===== src/hw/rtl/mbns_pkg.sv =====
// ----------------------------------------------------------------------------
// mbns_pkg
// Shared types and constants for the MP4 box parser and NAL splitter.
// ----------------------------------------------------------------------------
package mbns_pkg;

  localparam int unsigned BoxLenW  = 32;
  localparam int unsigned LeftW    = 24;
  localparam int unsigned BoxCntW  = 8;
  localparam int unsigned NalCntW  = 10;
  localparam int unsigned CfgDataW = 24;
  localparam int unsigned CfgIdxW  = 2;
  localparam int unsigned ResCntW  = 3;

  localparam logic [BoxLenW-1:0]  MdatType       = 32'h6d646174;
  localparam logic [BoxLenW-1:0]  HeaderLen      = 32'd8;
  localparam logic [BoxCntW-1:0]  MaxBoxesReset  = 8'd50;
  localparam logic [NalCntW-1:0]  MaxNalsReset   = 10'd100;
  localparam logic [LeftW-1:0]    MaxSizeReset   = 24'hffffff;

  localparam logic [ResCntW-1:0]  CntOne         = 3'd1;
  localparam logic [ResCntW-1:0]  CntWithNalByte = 3'd2;
  localparam logic [ResCntW-1:0]  CntWithStart   = 3'd5;
  localparam logic [ResCntW-1:0]  StartLastSlot  = 3'd4;

  typedef enum logic [CfgIdxW-1:0] {
    CFG_MAX_BOXES    = 2'd0,
    CFG_MAX_NALS     = 2'd1,
    CFG_MAX_BOX_SIZE = 2'd2
  } cfg_idx_t;

  typedef enum logic [1:0] {
    KIND_PAYLOAD = 2'd0,
    KIND_NAL     = 2'd1,
    KIND_HEADER  = 2'd2,
    KIND_STOP    = 2'd3
  } kind_t;

  typedef enum logic [1:0] {
    STAT_OK       = 2'd0,
    STAT_BAD_SIZE = 2'd1,
    STAT_BOX_LIM  = 2'd2
  } status_t;

  typedef enum logic [1:0] {
    PH_SIZE    = 2'd0,
    PH_TYPE    = 2'd1,
    PH_PAYLOAD = 2'd2,
    PH_STOPPED = 2'd3
  } phase_t;

  // All results caused by one input byte
  typedef struct packed {
    logic [ResCntW-1:0] cnt;
    kind_t              kind0;
    logic [7:0]         data;
    logic [BoxLenW-1:0] box_len;
    logic [BoxLenW-1:0] box_type;
    logic [BoxCntW-1:0] box_number;
    logic [NalCntW-1:0] nal_number;
    status_t            status;
  } bundle_t;

endpackage


===== src/hw/rtl/mbns_parser.sv =====
// ----------------------------------------------------------------------------
// mbns_parser
// Box and NAL parse state; turns one input byte into a result bundle.
// ----------------------------------------------------------------------------
module mbns_parser (
  input  logic                          clk,
  input  logic                          rst_n,
  input  logic                          cfg_we,
  input  logic [mbns_pkg::CfgIdxW-1:0]  cfg_index,
  input  logic [mbns_pkg::CfgDataW-1:0] cfg_data,
  input  logic                          step,
  input  logic [7:0]                    in_byte,
  output mbns_pkg::bundle_t             bundle
);

  logic [mbns_pkg::BoxCntW-1:0] max_boxes_r;
  logic [mbns_pkg::NalCntW-1:0] max_nals_r;
  logic [mbns_pkg::LeftW-1:0]   max_size_r;

  mbns_pkg::phase_t             phase_r, phase_nxt;
  logic [1:0]                   hdr_r, hdr_nxt;
  logic [mbns_pkg::BoxLenW-1:0] box_len_r, box_len_nxt;
  logic [mbns_pkg::BoxLenW-1:0] box_name_r, box_name_nxt;
  logic [mbns_pkg::LeftW-1:0]   left_r, left_nxt;
  logic                         media_r, media_nxt;
  logic [mbns_pkg::BoxLenW-1:0] nal_len_r, nal_len_nxt;
  logic [mbns_pkg::LeftW-1:0]   nal_left_r, nal_left_nxt;
  logic [1:0]                   pfx_r, pfx_nxt;
  logic                         nal_on_r, nal_on_nxt;
  logic [mbns_pkg::BoxCntW-1:0] boxes_r, boxes_nxt;
  logic [mbns_pkg::NalCntW-1:0] nals_r, nals_nxt;

  logic [mbns_pkg::BoxLenW-1:0] len_sh, name_sh, nal_len_sh;
  logic [mbns_pkg::LeftW-1:0]   left_dec;
  logic [mbns_pkg::LeftW-1:0]   nal_left_dec;
  logic                         nal_bad;

  assign len_sh       = (hdr_r == 2'd0) ? {24'd0, in_byte} : {box_len_r[23:0], in_byte};
  assign name_sh      = {box_name_r[23:0], in_byte};
  assign nal_len_sh   = {nal_len_r[23:0], in_byte};
  assign left_dec     = (left_r != '0) ? left_r - 24'd1 : left_r;
  assign nal_left_dec = nal_left_r - 24'd1;
  assign nal_bad      = (nal_len_sh == '0) || (nal_len_sh > {8'd0, left_dec}) ||
                        (nals_r >= max_nals_r);

  always_ff @(posedge clk) begin
    if (!rst_n) begin
      max_boxes_r <= mbns_pkg::MaxBoxesReset;
      max_nals_r  <= mbns_pkg::MaxNalsReset;
      max_size_r  <= mbns_pkg::MaxSizeReset;
    end else if (cfg_we) begin
      case (mbns_pkg::cfg_idx_t'(cfg_index))
        mbns_pkg::CFG_MAX_BOXES:    max_boxes_r <= cfg_data[mbns_pkg::BoxCntW-1:0];
        mbns_pkg::CFG_MAX_NALS:     max_nals_r  <= cfg_data[mbns_pkg::NalCntW-1:0];
        mbns_pkg::CFG_MAX_BOX_SIZE: max_size_r  <= cfg_data;
        default: ;
      endcase
    end
  end

  always_ff @(posedge clk) begin
    if (!rst_n) begin
      phase_r    <= mbns_pkg::PH_SIZE;
      hdr_r      <= '0;
      box_len_r  <= '0;
      box_name_r <= '0;
      left_r     <= '0;
      media_r    <= 1'b0;
      nal_len_r  <= '0;
      nal_left_r <= '0;
      pfx_r      <= '0;
      nal_on_r   <= 1'b0;
      boxes_r    <= '0;
      nals_r     <= '0;
    end else if (step) begin
      phase_r    <= phase_nxt;
      hdr_r      <= hdr_nxt;
      box_len_r  <= box_len_nxt;
      box_name_r <= box_name_nxt;
      left_r     <= left_nxt;
      media_r    <= media_nxt;
      nal_len_r  <= nal_len_nxt;
      nal_left_r <= nal_left_nxt;
      pfx_r      <= pfx_nxt;
      nal_on_r   <= nal_on_nxt;
      boxes_r    <= boxes_nxt;
      nals_r     <= nals_nxt;
    end
  end

  always_comb begin
    phase_nxt    = phase_r;
    hdr_nxt      = hdr_r;
    box_len_nxt  = box_len_r;
    box_name_nxt = box_name_r;
    left_nxt     = left_r;
    media_nxt    = media_r;
    nal_len_nxt  = nal_len_r;
    nal_left_nxt = nal_left_r;
    pfx_nxt      = pfx_r;
    nal_on_nxt   = nal_on_r;
    boxes_nxt    = boxes_r;
    nals_nxt     = nals_r;

    bundle.cnt        = '0;
    bundle.kind0      = mbns_pkg::KIND_PAYLOAD;
    bundle.data       = in_byte;
    bundle.box_len    = box_len_r;
    bundle.box_type   = box_name_r;
    bundle.box_number = boxes_r;
    bundle.nal_number = nals_r;
    bundle.status     = mbns_pkg::STAT_OK;

    case (phase_r)
      mbns_pkg::PH_SIZE: begin
        if (hdr_r == 2'd0 && boxes_r >= max_boxes_r) begin
          phase_nxt       = mbns_pkg::PH_STOPPED;
          bundle.cnt      = mbns_pkg::CntOne;
          bundle.kind0    = mbns_pkg::KIND_STOP;
          bundle.box_len  = '0;
          bundle.box_type = '0;
          bundle.status   = mbns_pkg::STAT_BOX_LIM;
        end else begin
          box_len_nxt = len_sh;
          hdr_nxt     = hdr_r + 2'd1;
          if (hdr_r == 2'd3) begin
            if (len_sh == '0 || len_sh > {8'd0, max_size_r}) begin
              phase_nxt       = mbns_pkg::PH_STOPPED;
              bundle.cnt      = mbns_pkg::CntOne;
              bundle.kind0    = mbns_pkg::KIND_STOP;
              bundle.box_len  = len_sh;
              bundle.box_type = '0;
              bundle.status   = mbns_pkg::STAT_BAD_SIZE;
            end else begin
              phase_nxt = mbns_pkg::PH_TYPE;
            end
          end
        end
      end
      mbns_pkg::PH_TYPE: begin
        box_name_nxt = name_sh;
        hdr_nxt      = hdr_r + 2'd1;
        if (hdr_r == 2'd3) begin
          boxes_nxt         = boxes_r + 8'd1;
          bundle.cnt        = mbns_pkg::CntOne;
          bundle.kind0      = mbns_pkg::KIND_HEADER;
          bundle.box_type   = name_sh;
          bundle.box_number = boxes_r + 8'd1;
          media_nxt         = (name_sh == mbns_pkg::MdatType);
          nal_on_nxt        = (name_sh == mbns_pkg::MdatType);
          nal_len_nxt       = '0;
          nal_left_nxt      = '0;
          pfx_nxt           = '0;
          if (box_len_r <= mbns_pkg::HeaderLen) begin
            left_nxt   = '0;
            nal_on_nxt = 1'b0;
            phase_nxt  = mbns_pkg::PH_SIZE;
          end else begin
            left_nxt  = box_len_r[23:0] - 24'd8;
            phase_nxt = mbns_pkg::PH_PAYLOAD;
          end
        end
      end
      mbns_pkg::PH_PAYLOAD: begin
        bundle.cnt = mbns_pkg::CntOne;
        left_nxt   = left_dec;
        if (media_r && nal_on_r) begin
          if (nal_left_r != '0) begin
            bundle.cnt   = mbns_pkg::CntWithNalByte;
            nal_left_nxt = nal_left_dec;
            if (nal_left_dec == '0) begin
              pfx_nxt = '0;
            end
          end else begin
            nal_len_nxt = nal_len_sh;
            pfx_nxt     = pfx_r + 2'd1;
            if (pfx_r == 2'd3) begin
              if (nal_bad) begin
                nal_on_nxt = 1'b0;
              end else begin
                nals_nxt          = nals_r + 10'd1;
                bundle.nal_number = nals_r + 10'd1;
                bundle.cnt        = mbns_pkg::CntWithStart;
                nal_left_nxt      = nal_len_sh[23:0];
              end
            end
          end
        end
        if (left_dec == '0) begin
          nal_on_nxt   = 1'b0;
          nal_left_nxt = '0;
          pfx_nxt      = '0;
          phase_nxt    = mbns_pkg::PH_SIZE;
        end
      end
      mbns_pkg::PH_STOPPED: begin
        bundle.cnt = '0;
      end
      default: begin
        phase_nxt = mbns_pkg::PH_STOPPED;
      end
    endcase
  end

endmodule


===== src/hw/rtl/mbns_serializer.sv =====
// ----------------------------------------------------------------------------
// mbns_serializer
// Holds one result bundle and presents its results one transfer at a time.
// ----------------------------------------------------------------------------
module mbns_serializer (
  input  logic                                 clk,
  input  logic                                 rst_n,
  input  logic                                 load,
  input  mbns_pkg::bundle_t                    bundle,
  output logic                                 busy,
  output logic                                 out_valid,
  input  logic                                 out_stall,
  output logic [1:0]                           out_kind,
  output logic [7:0]                           out_byte,
  output logic [mbns_pkg::BoxLenW-1:0]         out_box_len,
  output logic [mbns_pkg::BoxLenW-1:0]         out_box_type,
  output logic [mbns_pkg::BoxCntW-1:0]         out_box_number,
  output logic [mbns_pkg::NalCntW-1:0]         out_nal_number,
  output logic [1:0]                           out_status,
  output logic                                 out_last
);

  mbns_pkg::bundle_t              bund_r;
  logic                           valid_r;
  logic [mbns_pkg::ResCntW-1:0]   idx_r;
  logic                           take;
  logic                           last_now;

  assign last_now = (idx_r + 3'd1 == bund_r.cnt);
  assign take     = valid_r && !out_stall;
  assign busy     = valid_r && !(take && last_now);

  always_ff @(posedge clk) begin
    if (!rst_n) begin
      valid_r <= 1'b0;
      idx_r   <= '0;
    end else if (load) begin
      valid_r <= 1'b1;
      idx_r   <= '0;
    end else if (take) begin
      if (last_now) begin
        valid_r <= 1'b0;
      end else begin
        idx_r <= idx_r + 3'd1;
      end
    end
  end

  always_ff @(posedge clk) begin
    if (load) begin
      bund_r <= bundle;
    end
  end

  always_comb begin
    out_valid      = valid_r;
    out_last       = last_now;
    out_box_len    = bund_r.box_len;
    out_box_type   = bund_r.box_type;
    out_box_number = bund_r.box_number;
    out_status     = bund_r.status;
    if (idx_r == '0) begin
      out_kind       = bund_r.kind0;
      out_byte       = (bund_r.kind0 == mbns_pkg::KIND_PAYLOAD) ? bund_r.data : 8'd0;
      out_nal_number = '0;
    end else begin
      out_kind       = mbns_pkg::KIND_NAL;
      out_nal_number = bund_r.nal_number;
      if (bund_r.cnt == mbns_pkg::CntWithNalByte) begin
        out_byte = bund_r.data;
      end else begin
        out_byte = (idx_r == mbns_pkg::StartLastSlot) ? 8'd1 : 8'd0;
      end
    end
  end

endmodule


===== src/hw/rtl/mp4_box_and_nal_splitter_core.sv =====
// ----------------------------------------------------------------------------
// mp4_box_and_nal_splitter_core
// MP4 box parser that copies box payloads and rewrites mdat NAL length
// prefixes as start codes.
// ----------------------------------------------------------------------------
// Usage:
//   Feed the file one byte per in_valid/in_stall transfer. Each byte yields
//   zero to five results on the out_ channel; out_last marks the final one
//   for that byte. Results come one per transfer.
//   A byte's results are registered at the edge that accepts it, and the
//   first is shown in the cycle after.
//   Throughput: one byte per cycle while each byte yields at most one
//   result and out_stall stays low. As the single result register holds
//   one byte's results, a byte carrying a NAL byte holds the input until
//   both are taken and a completed length prefix (start code) until all
//   five are. Bytes with no result pass at one per cycle if none is pending.
//   Stalls: out_stall holds the current result; in_stall rises while the
//   result register cannot take a new byte's results.
//   Reset: rst_n low clears parse state and restores max_boxes 50,
//   max_nals 100 and a box size limit of 0xffffff. After a stop result all
//   further bytes are dropped until reset. Write cfg_ only while idle.
// ----------------------------------------------------------------------------
module mp4_box_and_nal_splitter_core (
  input  logic                          clk,
  input  logic                          rst_n,
  input  logic                          cfg_we,
  input  logic [mbns_pkg::CfgIdxW-1:0]  cfg_index,
  input  logic [mbns_pkg::CfgDataW-1:0] cfg_data,
  input  logic                          in_valid,
  output logic                          in_stall,
  input  logic [7:0]                    in_byte,
  output logic                          out_valid,
  input  logic                          out_stall,
  output logic [1:0]                    out_kind,
  output logic [7:0]                    out_byte,
  output logic [mbns_pkg::BoxLenW-1:0]  out_box_len,
  output logic [mbns_pkg::BoxLenW-1:0]  out_box_type,
  output logic [mbns_pkg::BoxCntW-1:0]  out_box_number,
  output logic [mbns_pkg::NalCntW-1:0]  out_nal_number,
  output logic [1:0]                    out_status,
  output logic                          out_last
);

  mbns_pkg::bundle_t bundle;
  logic              in_fire;
  logic              busy;
  logic              load;

  assign in_stall = busy;
  assign in_fire  = in_valid && !busy;
  assign load     = in_fire && (bundle.cnt != '0);

  mbns_parser u_parser (
    .clk       (clk),
    .rst_n     (rst_n),
    .cfg_we    (cfg_we),
    .cfg_index (cfg_index),
    .cfg_data  (cfg_data),
    .step      (in_fire),
    .in_byte   (in_byte),
    .bundle    (bundle)
  );

  mbns_serializer u_ser (
    .clk            (clk),
    .rst_n          (rst_n),
    .load           (load),
    .bundle         (bundle),
    .busy           (busy),
    .out_valid      (out_valid),
    .out_stall      (out_stall),
    .out_kind       (out_kind),
    .out_byte       (out_byte),
    .out_box_len    (out_box_len),
    .out_box_type   (out_box_type),
    .out_box_number (out_box_number),
    .out_nal_number (out_nal_number),
    .out_status     (out_status),
    .out_last       (out_last)
  );

`ifndef NO_ASSERTIONS
  a_stall_needs_result: assert property (@(posedge clk) disable iff (!rst_n)
    !out_valid |-> !in_stall)
    else $error("input stalled with no result pending");

  a_stop_is_final: assert property (@(posedge clk) disable iff (!rst_n)
    (out_valid && !out_stall && out_kind == mbns_pkg::KIND_STOP) |=> !out_valid)
    else $error("result after stop");

  a_status_only_on_stop: assert property (@(posedge clk) disable iff (!rst_n)
    (out_valid && out_status != mbns_pkg::STAT_OK) |-> out_kind == mbns_pkg::KIND_STOP)
    else $error("nonzero status on non-stop result");

  a_nal_number_on_nal: assert property (@(posedge clk) disable iff (!rst_n)
    (out_valid && out_nal_number != '0) |-> out_kind == mbns_pkg::KIND_NAL)
    else $error("NAL number on non-NAL result");
`endif

endmodule


===== config.mk =====
export PLATFORM = sky130hd
export DESIGN_NAME = mp4_box_and_nal_splitter_core
export DESIGN_NICKNAME = d
export VERILOG_FILES = /design/src/hw/rtl/mbns_pkg.sv /design/src/hw/rtl/mbns_parser.sv /design/src/hw/rtl/mbns_serializer.sv /design/src/hw/rtl/mp4_box_and_nal_splitter_core.sv
export SDC_FILE = /design/constraint.sdc
export NUM_CORES = 1
export LEC_CHECK = 0
export BUFFER_PORTS_ARGS = -buffer_cell sky130_fd_sc_hd__buf_2
export CORE_AREA = 4 4 221 223
export DETAILED_ROUTE_END_ITERATION = 12
export DIE_AREA = 0 0 225 227
export SETUP_SLACK_MARGIN = 0.3
export SLEW_MARGIN = 20
export SYNTH_ARGS = -nofsm -noshare
export SYNTH_HDL_FRONTEND = slang
export SYNTH_SLANG_ARGS = --single-unit

===== constraint.sdc =====
create_clock -name clk -period 8.6 [get_ports clk]
set_clock_uncertainty 0.1 [all_clocks]
set_input_delay 0.86 -clock clk [delete_from_list [all_inputs] [get_ports clk]]
set_output_delay 0.86 -clock clk [all_outputs]
set_load 0.01 [all_outputs]

==> results_dict.tcl, run 1 <==
set metrics [dict create \
    floorplan.rows 79 \
    ff2ff_path_depth 16 \
    num_vias 13970 \
    min_to "u_parser.box_name_r[27]" \
    drt-pass1-iter-count 6 \
    fill_cells 4610 \
    fin_setup_tns_ps 0 \
    grt_pass1_wl_mm 76.3 \
    finalSetupViolCount 0 \
    path_max_fanout 35 \
    critPathCaptureType "flip-flop" \
    dp_hpwl_mm 34.9 \
    ys_top_cells_by_area "sky130_fd_sc_hd__dfxtp_1 (25%), sky130_fd_sc_hd__edfxtp_1 (17%), sky130_fd_sc_hd__ha_1 (6.1%)" \
    grt_remaining_overflow 0 \
    synthDominantAreaCellType "sky130_fd_sc_hd__dfxtp_1" \
    worst_r2r_endpoint "u_parser.nal_left_r[2]" \
    cts_buffers 36 \
    insertion_delay_ps 560 \
    core_sq_um 46600 \
    drt-vias-per-instance 5.56 \
    cts-htree-levels 2 \
    r2r_slack_ps 3190 \
    synth_edf_count 97 \
    buffer_type_at_the_clock_tree_root "sky130_fd_sc_hd__clkbuf_16" \
    design.portCount 136 \
    post_synthesis_area_per_instance_sq_um 8.96 \
    die_area_sq_um 51100 \
    cts_resized 0 \
    startpoint_type "flip-flop" \
    iter_0_drt_violations 1130 \
    timing.critical_path.required_ps 8940 \
    antenna-diode-count 0 \
    postRouteAntennaNets 0 \
    grt.total_usage 0.187 \
    hold_viol_final 0 \
    worst-slew-pin-transition_ps 1100 \
    use_met2 0.312 \
    holdWs_ps 353 \
    postSynthRegisterBits 305 \
    top_cell_type_s_share_of_synthesized_area 0.249 \
    cts.reportedPaths.clkPinSlew_ps 60 \
    post_cts.repair.setup_buffers 0 \
    synth_ff_type "sky130_fd_sc_hd__dfxtp_1" \
    tritoncts "done" \
    total_power_mw 3.63 \
    ys_warn_count 0 \
    syn_nets 1986 \
    global_route.peak_usage_layer "met2" \
    timing_worst_setup_path_type "reg2reg" \
    hold_buffers 0 \
    max_cap_viols 0 \
    route.detailed.drc 0 \
    final-max-slew-violation-count 0 \
    timing.hold.worst.start "u_parser.box_name_r[27]" \
    maxClockFrequency_mhz 185 \
    worst_ir_drop_vdd_uv 159 \
    min_delay_worst_type "reg2reg" \
    final.min_clock_period_ps 5410 \
    worstPathArrival_ps 5750 \
    first_global_vias 13344 \
    ys_types 83 \
    cts-root-to-sink-buffers 3 \
    chipHeight_um 227 \
    routed_wirelength_mm 49.4 \
    min_delay_path_depth 2 \
    drive_gt1_frac 0.131 \
    pin_count_of_the_biggest_net_entering_global_routing 79 \
    netlist_area_before_placement_sq_um 16700 \
    r2r_start "u_parser.left_r[0]" \
    seq_area_frac_synth 0.423 \
    finalNetCount 1997 \
    run_status "completed" \
    average_wire_length_per_cell_after_detail_routing_um 19.7 \
    worst_slew_margin_rel 0.263 \
    layout_worst_path_cycle_share 0.629 \
    m3_gr_usage 0.0334 \
    syn2layout_area_growth_pct 11.1 \
    place.gp.congestion 0.904 \
    rsz0062_at_grt "no" \
    die-width_um 225 \
    power_leakage_nw 7.30 \
    clock-sinks 305 \
    start_util 0.359 \
    grt_antenna_before_repair 0 \
    grt_use_met1 0.251 \
    power.density_cell_area_nw_per_um2 195 \
    postSynth.asyncResetShare 0 \
    netlist_instances 1866 \
    port-buffer-count 135 \
]
## sequential cells by signal, indices dropped and copies added, names as in the netlist, 8 cells and up
name	cells
u_ser.out_box_number	8
u_parser.box_len_r	32
u_parser.boxes_r	8
u_parser.nals_r	10
u_parser.nal_len_r	24
u_parser.max_size_r	24
u_ser.out_box_type	32
u_parser.left_r	24
u_ser.bund_r	23
u_parser.max_boxes_r	8
u_parser.max_nals_r	10
u_parser.nal_left_r	24
u_ser.out_box_len	32
u_parser.box_name_r	32
## layout make-up
class | instances | area [sq um] | share of cell area
Multi-Input combinational cell | 1295 | 8390 | 0.452
Sequential cell | 305 | 7080 | 0.381
Clock buffer | 45 | 945 | 0.0509
Timing Repair Buffer | 156 | 833 | 0.0449
Tap cell | 607 | 759 | 0.0409
Inverter | 83 | 314 | 0.0169
Clock inverter | 20 | 250 | 0.0135
## stage by stage
stage | worst slack (ps) | cell area (sq um) | util | instances
after floorplan | 443 | 16700 | - | 1866
after global placement | 3390 | 17400 | 0.373 | 2446
after detailed placement | 3370 | 17400 | 0.373 | 2446
after CTS | 3350 | 18600 | 0.399 | 2511
after global routing | 2820 | 18600 | 0.399 | 2511
final | 3190 | 18600 | 0.399 | 2511
## cell usage in the layout, fill, tap and decap left out, types with 26 or more instances in the layout
cell                        count
sky130_fd_sc_hd__xnor2_1       44
sky130_fd_sc_hd__nand2_1      207
sky130_fd_sc_hd__buf_2        135
sky130_fd_sc_hd__ha_1          81
sky130_fd_sc_hd__nand4_1       26
sky130_fd_sc_hd__nor4_1        31
sky130_fd_sc_hd__nand3_1       61
sky130_fd_sc_hd__nor2b_1       27
sky130_fd_sc_hd__nor3_1        47
sky130_fd_sc_hd__edfxtp_1      97
sky130_fd_sc_hd__a22o_1        64
sky130_fd_sc_hd__o21ai_0       55
sky130_fd_sc_hd__nor2_1       139
sky130_fd_sc_hd__dfxtp_1      208
sky130_fd_sc_hd__clkbuf_16     36
sky130_fd_sc_hd__o211ai_1      42
sky130_fd_sc_hd__mux2i_1       39
sky130_fd_sc_hd__a21oi_1      146
sky130_fd_sc_hd__inv_1         81
## synthesized netlist by cell type (18+ instances only)
| cell | n |
|---|---|
| sky130_fd_sc_hd__a21oi_1 | 147 |
| sky130_fd_sc_hd__ha_1 | 81 |
| sky130_fd_sc_hd__nand4_1 | 26 |
| sky130_fd_sc_hd__inv_1 | 81 |
| sky130_fd_sc_hd__xnor2_1 | 44 |
| sky130_fd_sc_hd__nand3_1 | 61 |
| sky130_fd_sc_hd__or3_1 | 18 |
| sky130_fd_sc_hd__dfxtp_1 | 208 |
| sky130_fd_sc_hd__nor2_1 | 143 |
| sky130_fd_sc_hd__nor3_1 | 49 |
| sky130_fd_sc_hd__xor2_1 | 25 |
| sky130_fd_sc_hd__clkbuf_1 | 98 |
| sky130_fd_sc_hd__nand2_1 | 208 |
| sky130_fd_sc_hd__buf_4 | 74 |
| sky130_fd_sc_hd__o211ai_1 | 42 |
| sky130_fd_sc_hd__o21ai_0 | 55 |
| sky130_fd_sc_hd__edfxtp_1 | 97 |
| sky130_fd_sc_hd__a22o_1 | 64 |
| sky130_fd_sc_hd__and2_1 | 18 |
| sky130_fd_sc_hd__nor2b_1 | 27 |
| sky130_fd_sc_hd__mux2i_1 | 39 |
| sky130_fd_sc_hd__nor4_1 | 31 |
## where the power goes
part           internal (mW)  switching (mW)
Combinational          0.191           0.358
Sequential              1.50          0.0191
Clock                  0.936           0.623
Total                   2.62            1.00
## metal layers
metal  wire length, um  up-vias
li1                  -     6685
met5                 0        -
met1             22000     6792
met3              3080       68
met2             23300      425
met4              1020        0
## how the worst max path moves through the flow
stage,slack (ps),cells after the start,endpoint,startpoint
after CTS,3350,16,u_parser.nal_left_r[2],u_parser.left_r[0]
after global routing,2820,16,u_parser.nal_left_r[2],u_parser.left_r[0]
after global placement,3390,17,u_parser.nal_left_r[2],u_parser.left_r[0]
final,3190,16,u_parser.nal_left_r[2],u_parser.left_r[0]
after floorplan,440,14,u_ser.bund_r[10],u_parser.hdr_r[0]
after detailed placement,3370,16,u_parser.nal_left_r[2],u_parser.left_r[0]
## worst max-delay path, stage by stage (launching register included)
cell and delay, ps:
sky130_fd_sc_hd__dfxtp_1 370, sky130_fd_sc_hd__inv_1 140, sky130_fd_sc_hd__ha_1 210, sky130_fd_sc_hd__nor3b_1 530
sky130_fd_sc_hd__nand4_1 490, sky130_fd_sc_hd__o21ai_1 480, sky130_fd_sc_hd__nor2_1 90, sky130_fd_sc_hd__xnor2_1 170
sky130_fd_sc_hd__ha_1 330, sky130_fd_sc_hd__nand4_1 220, sky130_fd_sc_hd__or4_1 590, sky130_fd_sc_hd__o22ai_1 220
sky130_fd_sc_hd__nand3_1 180, sky130_fd_sc_hd__a41oi_2 210, sky130_fd_sc_hd__buf_4 380, sky130_fd_sc_hd__mux2_2 380
sky130_fd_sc_hd__a32o_1 190
## cell families after synthesis
kind of cell             after synthesis  synth area share
adder cells (fa/ha/maj)               81            0.0606
flip-flops                           305             0.423
AO/OA/AOI/OAI                        432             0.173
XOR/XNOR                              70            0.0375
buffers and inverters                266            0.0780
AND/OR/NAND/NOR                      669             0.201
multiplexers                          43            0.0260
No activity file was read; power rests on OpenSTA's default activity.
==> run 2, diff against run 1 <==
- ABC_AREA: not set -> 1
- CORE_AREA: 4 4 221 223 -> 4 4 226 228
- DIE_AREA: 0 0 225 227 -> 0 0 230 232
- clock period: 8.6 -> 4.75 ns (I/O delays scaled with it)
==> run 2 against run 1 <==
Net effect: non-clock buffer count is 10 higher; sequential share of layout area is 1.9 points lower; sequential cell count stayed put; count of clock-buffer cells in the layout is 7 higher; global-route usage is 1.2 points higher; critical path depth is 2 higher; first-iteration DRC count is 49% higher.
==> results_dict.tcl, run 2 <==
set metrics [dict create \
    grt_pass1_wl_mm 85.2 \
    antenna-diode-count 0 \
    syn2layout_area_growth_pct 11.4 \
    drt-pass1-iter-count 5 \
    postRouteAntennaNets 0 \
    startpoint_type "flip-flop" \
    max_cap_viols 0 \
    top_cell_type_s_share_of_synthesized_area 0.237 \
    drt-vias-per-instance 5.27 \
    cts_buffers 36 \
    postSynthRegisterBits 305 \
    ff2ff_path_depth 18 \
    post_synthesis_area_per_instance_sq_um 7.45 \
    hold_viol_final 0 \
    postSynth.asyncResetShare 0 \
    die-width_um 230 \
    drive_gt1_frac 0.111 \
    place.gp.congestion 0.937 \
    port-buffer-count 135 \
    ys_top_cells_by_area "sky130_fd_sc_hd__dfxtp_1 (24%), sky130_fd_sc_hd__edfxtp_1 (17%), sky130_fd_sc_hd__nand2_1 (8.5%)" \
    pin_count_of_the_biggest_net_entering_global_routing 77 \
    grt_remaining_overflow 0 \
    syn_nets 2478 \
    final_common_cell "sky130_fd_sc_hd__nand2_1" \
    ys_warn_count 0 \
    netlist_instances 2358 \
    netlist_area_before_placement_sq_um 17600 \
    r2r_start "u_parser.left_r[0]" \
    min_delay_worst_type "in2reg" \
    grt.total_usage 0.198 \
    sequential_cell_area_sq_um 7080 \
    critPathCaptureType "flip-flop" \
    worst_r2r_endpoint "u_parser.nal_left_r[3]" \
    most_used_cells_in_the_layout_excluding_fill_and_tap_cells "sky130_fd_sc_hd__nand2_1 (399), sky130_fd_sc_hd__nor2_1 (334), sky130_fd_sc_hd__inv_1 (235), sky130_fd_sc_hd__dfxtp_1 (208), sky130_fd_sc_hd__o21ai_0 (206)" \
    finalNetCount 2505 \
    max_stage_delay_ps 390 \
    min_delay_path_depth 3 \
    chipHeight_um 232 \
    finalSetupViolCount 0 \
    ys_top_cells_by_count "sky130_fd_sc_hd__nand2_1 (400), sky130_fd_sc_hd__nor2_1 (337), sky130_fd_sc_hd__inv_1 (236)" \
    fill_cells 5028 \
    insertion_delay_ps 560 \
    run_status "completed" \
    core_sq_um 48800 \
    cts.reportedPaths.clkPinSlew_ps 60 \
    die_area_sq_um 53400 \
    synth_ff_type "sky130_fd_sc_hd__dfxtp_1" \
    final.min_clock_period_ps 4170 \
    ys_types 45 \
    buffer_type_at_the_clock_tree_root "sky130_fd_sc_hd__clkbuf_16" \
    fin_setup_tns_ps 0 \
    tritoncts "done" \
    cts-root-to-sink-buffers 3 \
    num_vias 16213 \
    crit_top_cell "sky130_fd_sc_hd__nand2_1" \
    worst_slew_margin_rel 0.291 \
    rsz0062_at_grt "no" \
    multi_input_combinational_cell_area_sq_um 8650 \
    seq_area_frac_synth 0.403 \
    worstPathArrival_ps 4520 \
    grt_antenna_before_repair 0 \
    floorplan.rows 81 \
    synthMostInstantiatedCell "sky130_fd_sc_hd__nand2_1" \
    dp_hpwl_mm 39.3 \
    synth_edf_count 97 \
    synthDominantAreaCellType "sky130_fd_sc_hd__dfxtp_1" \
    timing.critical_path.cells "inv_1, ha_1, nand2_2, nor2_4, nand3_2, nand2_1, ha_1, nand3_1, nor3_1, nand4_1, nand2_1, nand3b_1, nor2_1, nor2_4, nor2_4, nand2_1, nand2_1, nor2_1" \
    final-max-slew-violation-count 0 \
    routed_wirelength_mm 55.5 \
    min_to "u_parser.max_size_r[10]" \
    worst-slew-pin-transition_ps 1060 \
    path_max_fanout 12 \
    iter_0_drt_violations 1679 \
    average_wire_length_per_cell_after_detail_routing_um 18.0 \
    layout_worst_path_cycle_share 0.878 \
    start_util 0.360 \
    maxClockFrequency_mhz 240 \
    r2r_slack_ps 580 \
    timing.hold.worst.start "cfg_data[10]" \
    slowest_stage "sky130_fd_sc_hd__nor3_1" \
    timing.critical_path.required_ps 5110 \
    cts-htree-levels 2 \
    design.portCount 136 \
    timing_worst_setup_path_type "reg2reg" \
    clock-sinks 305 \
    first_global_vias 15107 \
    route.detailed.drc 0 \
]
-- run 2: area by class of cell --
cell class | count | area share
multi-input cells | 1636 | 0.442
clock inverters | 13 | 0.00742
repair buffers | 166 | 0.0478
inverters | 240 | 0.0462
well taps | 664 | 0.0425
clock buffers | 52 | 0.0522
flip-flops and latches | 305 | 0.362
-- run 2: worst max-delay path, delay by kind of cell (launching register included) --
family	cells	cell delay, ps
adders and majority gates	2	500
buffers and inverters	1	180
DFF	1	320
and+or+nand+nor	15	2970
-- run 2: metrics by stage --
step                      setup slack, ps  hold slack, ps  cells   util  area [sq um]
final                                 581            46.4   3076  0.400         19600
after global routing                  364            49.9   3076  0.400         19600
after CTS                             480            26.2   3072  0.399         19500
after detailed placement              489             352   3007  0.375         18300
after global placement                635             346   3007  0.375         18300
after floorplan                       495             324   2358      -         17600
-- run 2: timing repair --
action                                  CTS  global route
buffers inserted                          0             0
hold endpoints to repair                  0             0
hold buffers                              0             0
gates resized for setup                   0             3
endpoints found under the setup margin    0            29
-- run 2: worst max-delay path by stage --
stage	from	endpoint	slack, ps	depth (start not counted)
global route	u_parser.left_r[0]	u_parser.nals_r[6]	360	26
floorplan	u_parser.hdr_r[0]	u_ser.bund_r[10]	500	15
detailed placement	u_parser.left_r[0]	u_parser.nal_left_r[6]	490	21
global placement	u_parser.left_r[0]	u_parser.nal_left_r[15]	630	21
CTS	u_parser.left_r[0]	u_parser.nal_left_r[5]	480	21
finish	u_parser.left_r[0]	u_parser.nal_left_r[3]	580	18
-- run 2: per-layer routing --
| metal | wire [um] | track usage | vias to the layer above | share of wire |
|---|---|---|---|---|
| li1 | - | - | 7902 | - |
| met1 | 24400 | 0.267 | 7545 | 0.44 |
| met2 | 24900 | 0.323 | 636 | 0.45 |
| met3 | 3930 | 0.0325 | 130 | 0.071 |
| met4 | 2240 | 0.0737 | 0 | 0.040 |
| met5 | 0 | 0 | - | 0 |
-- run 2: logic make-up after synthesis --
| family | share of synthesized area |
|---|---|
| AOI/OAI and AO/OA | 0.165 |
| xor gates and xnor gates | 0.0259 |
| adders and majority gates | 0.0577 |
| buffers and inverters | 0.109 |
| DFF | 0.403 |
| and+or+nand+nor | 0.240 |
Power of run 2 is left out: the tool's default activity adds up to more than one toggle a clock period on the data nets, which glitch-free logic cannot reach.
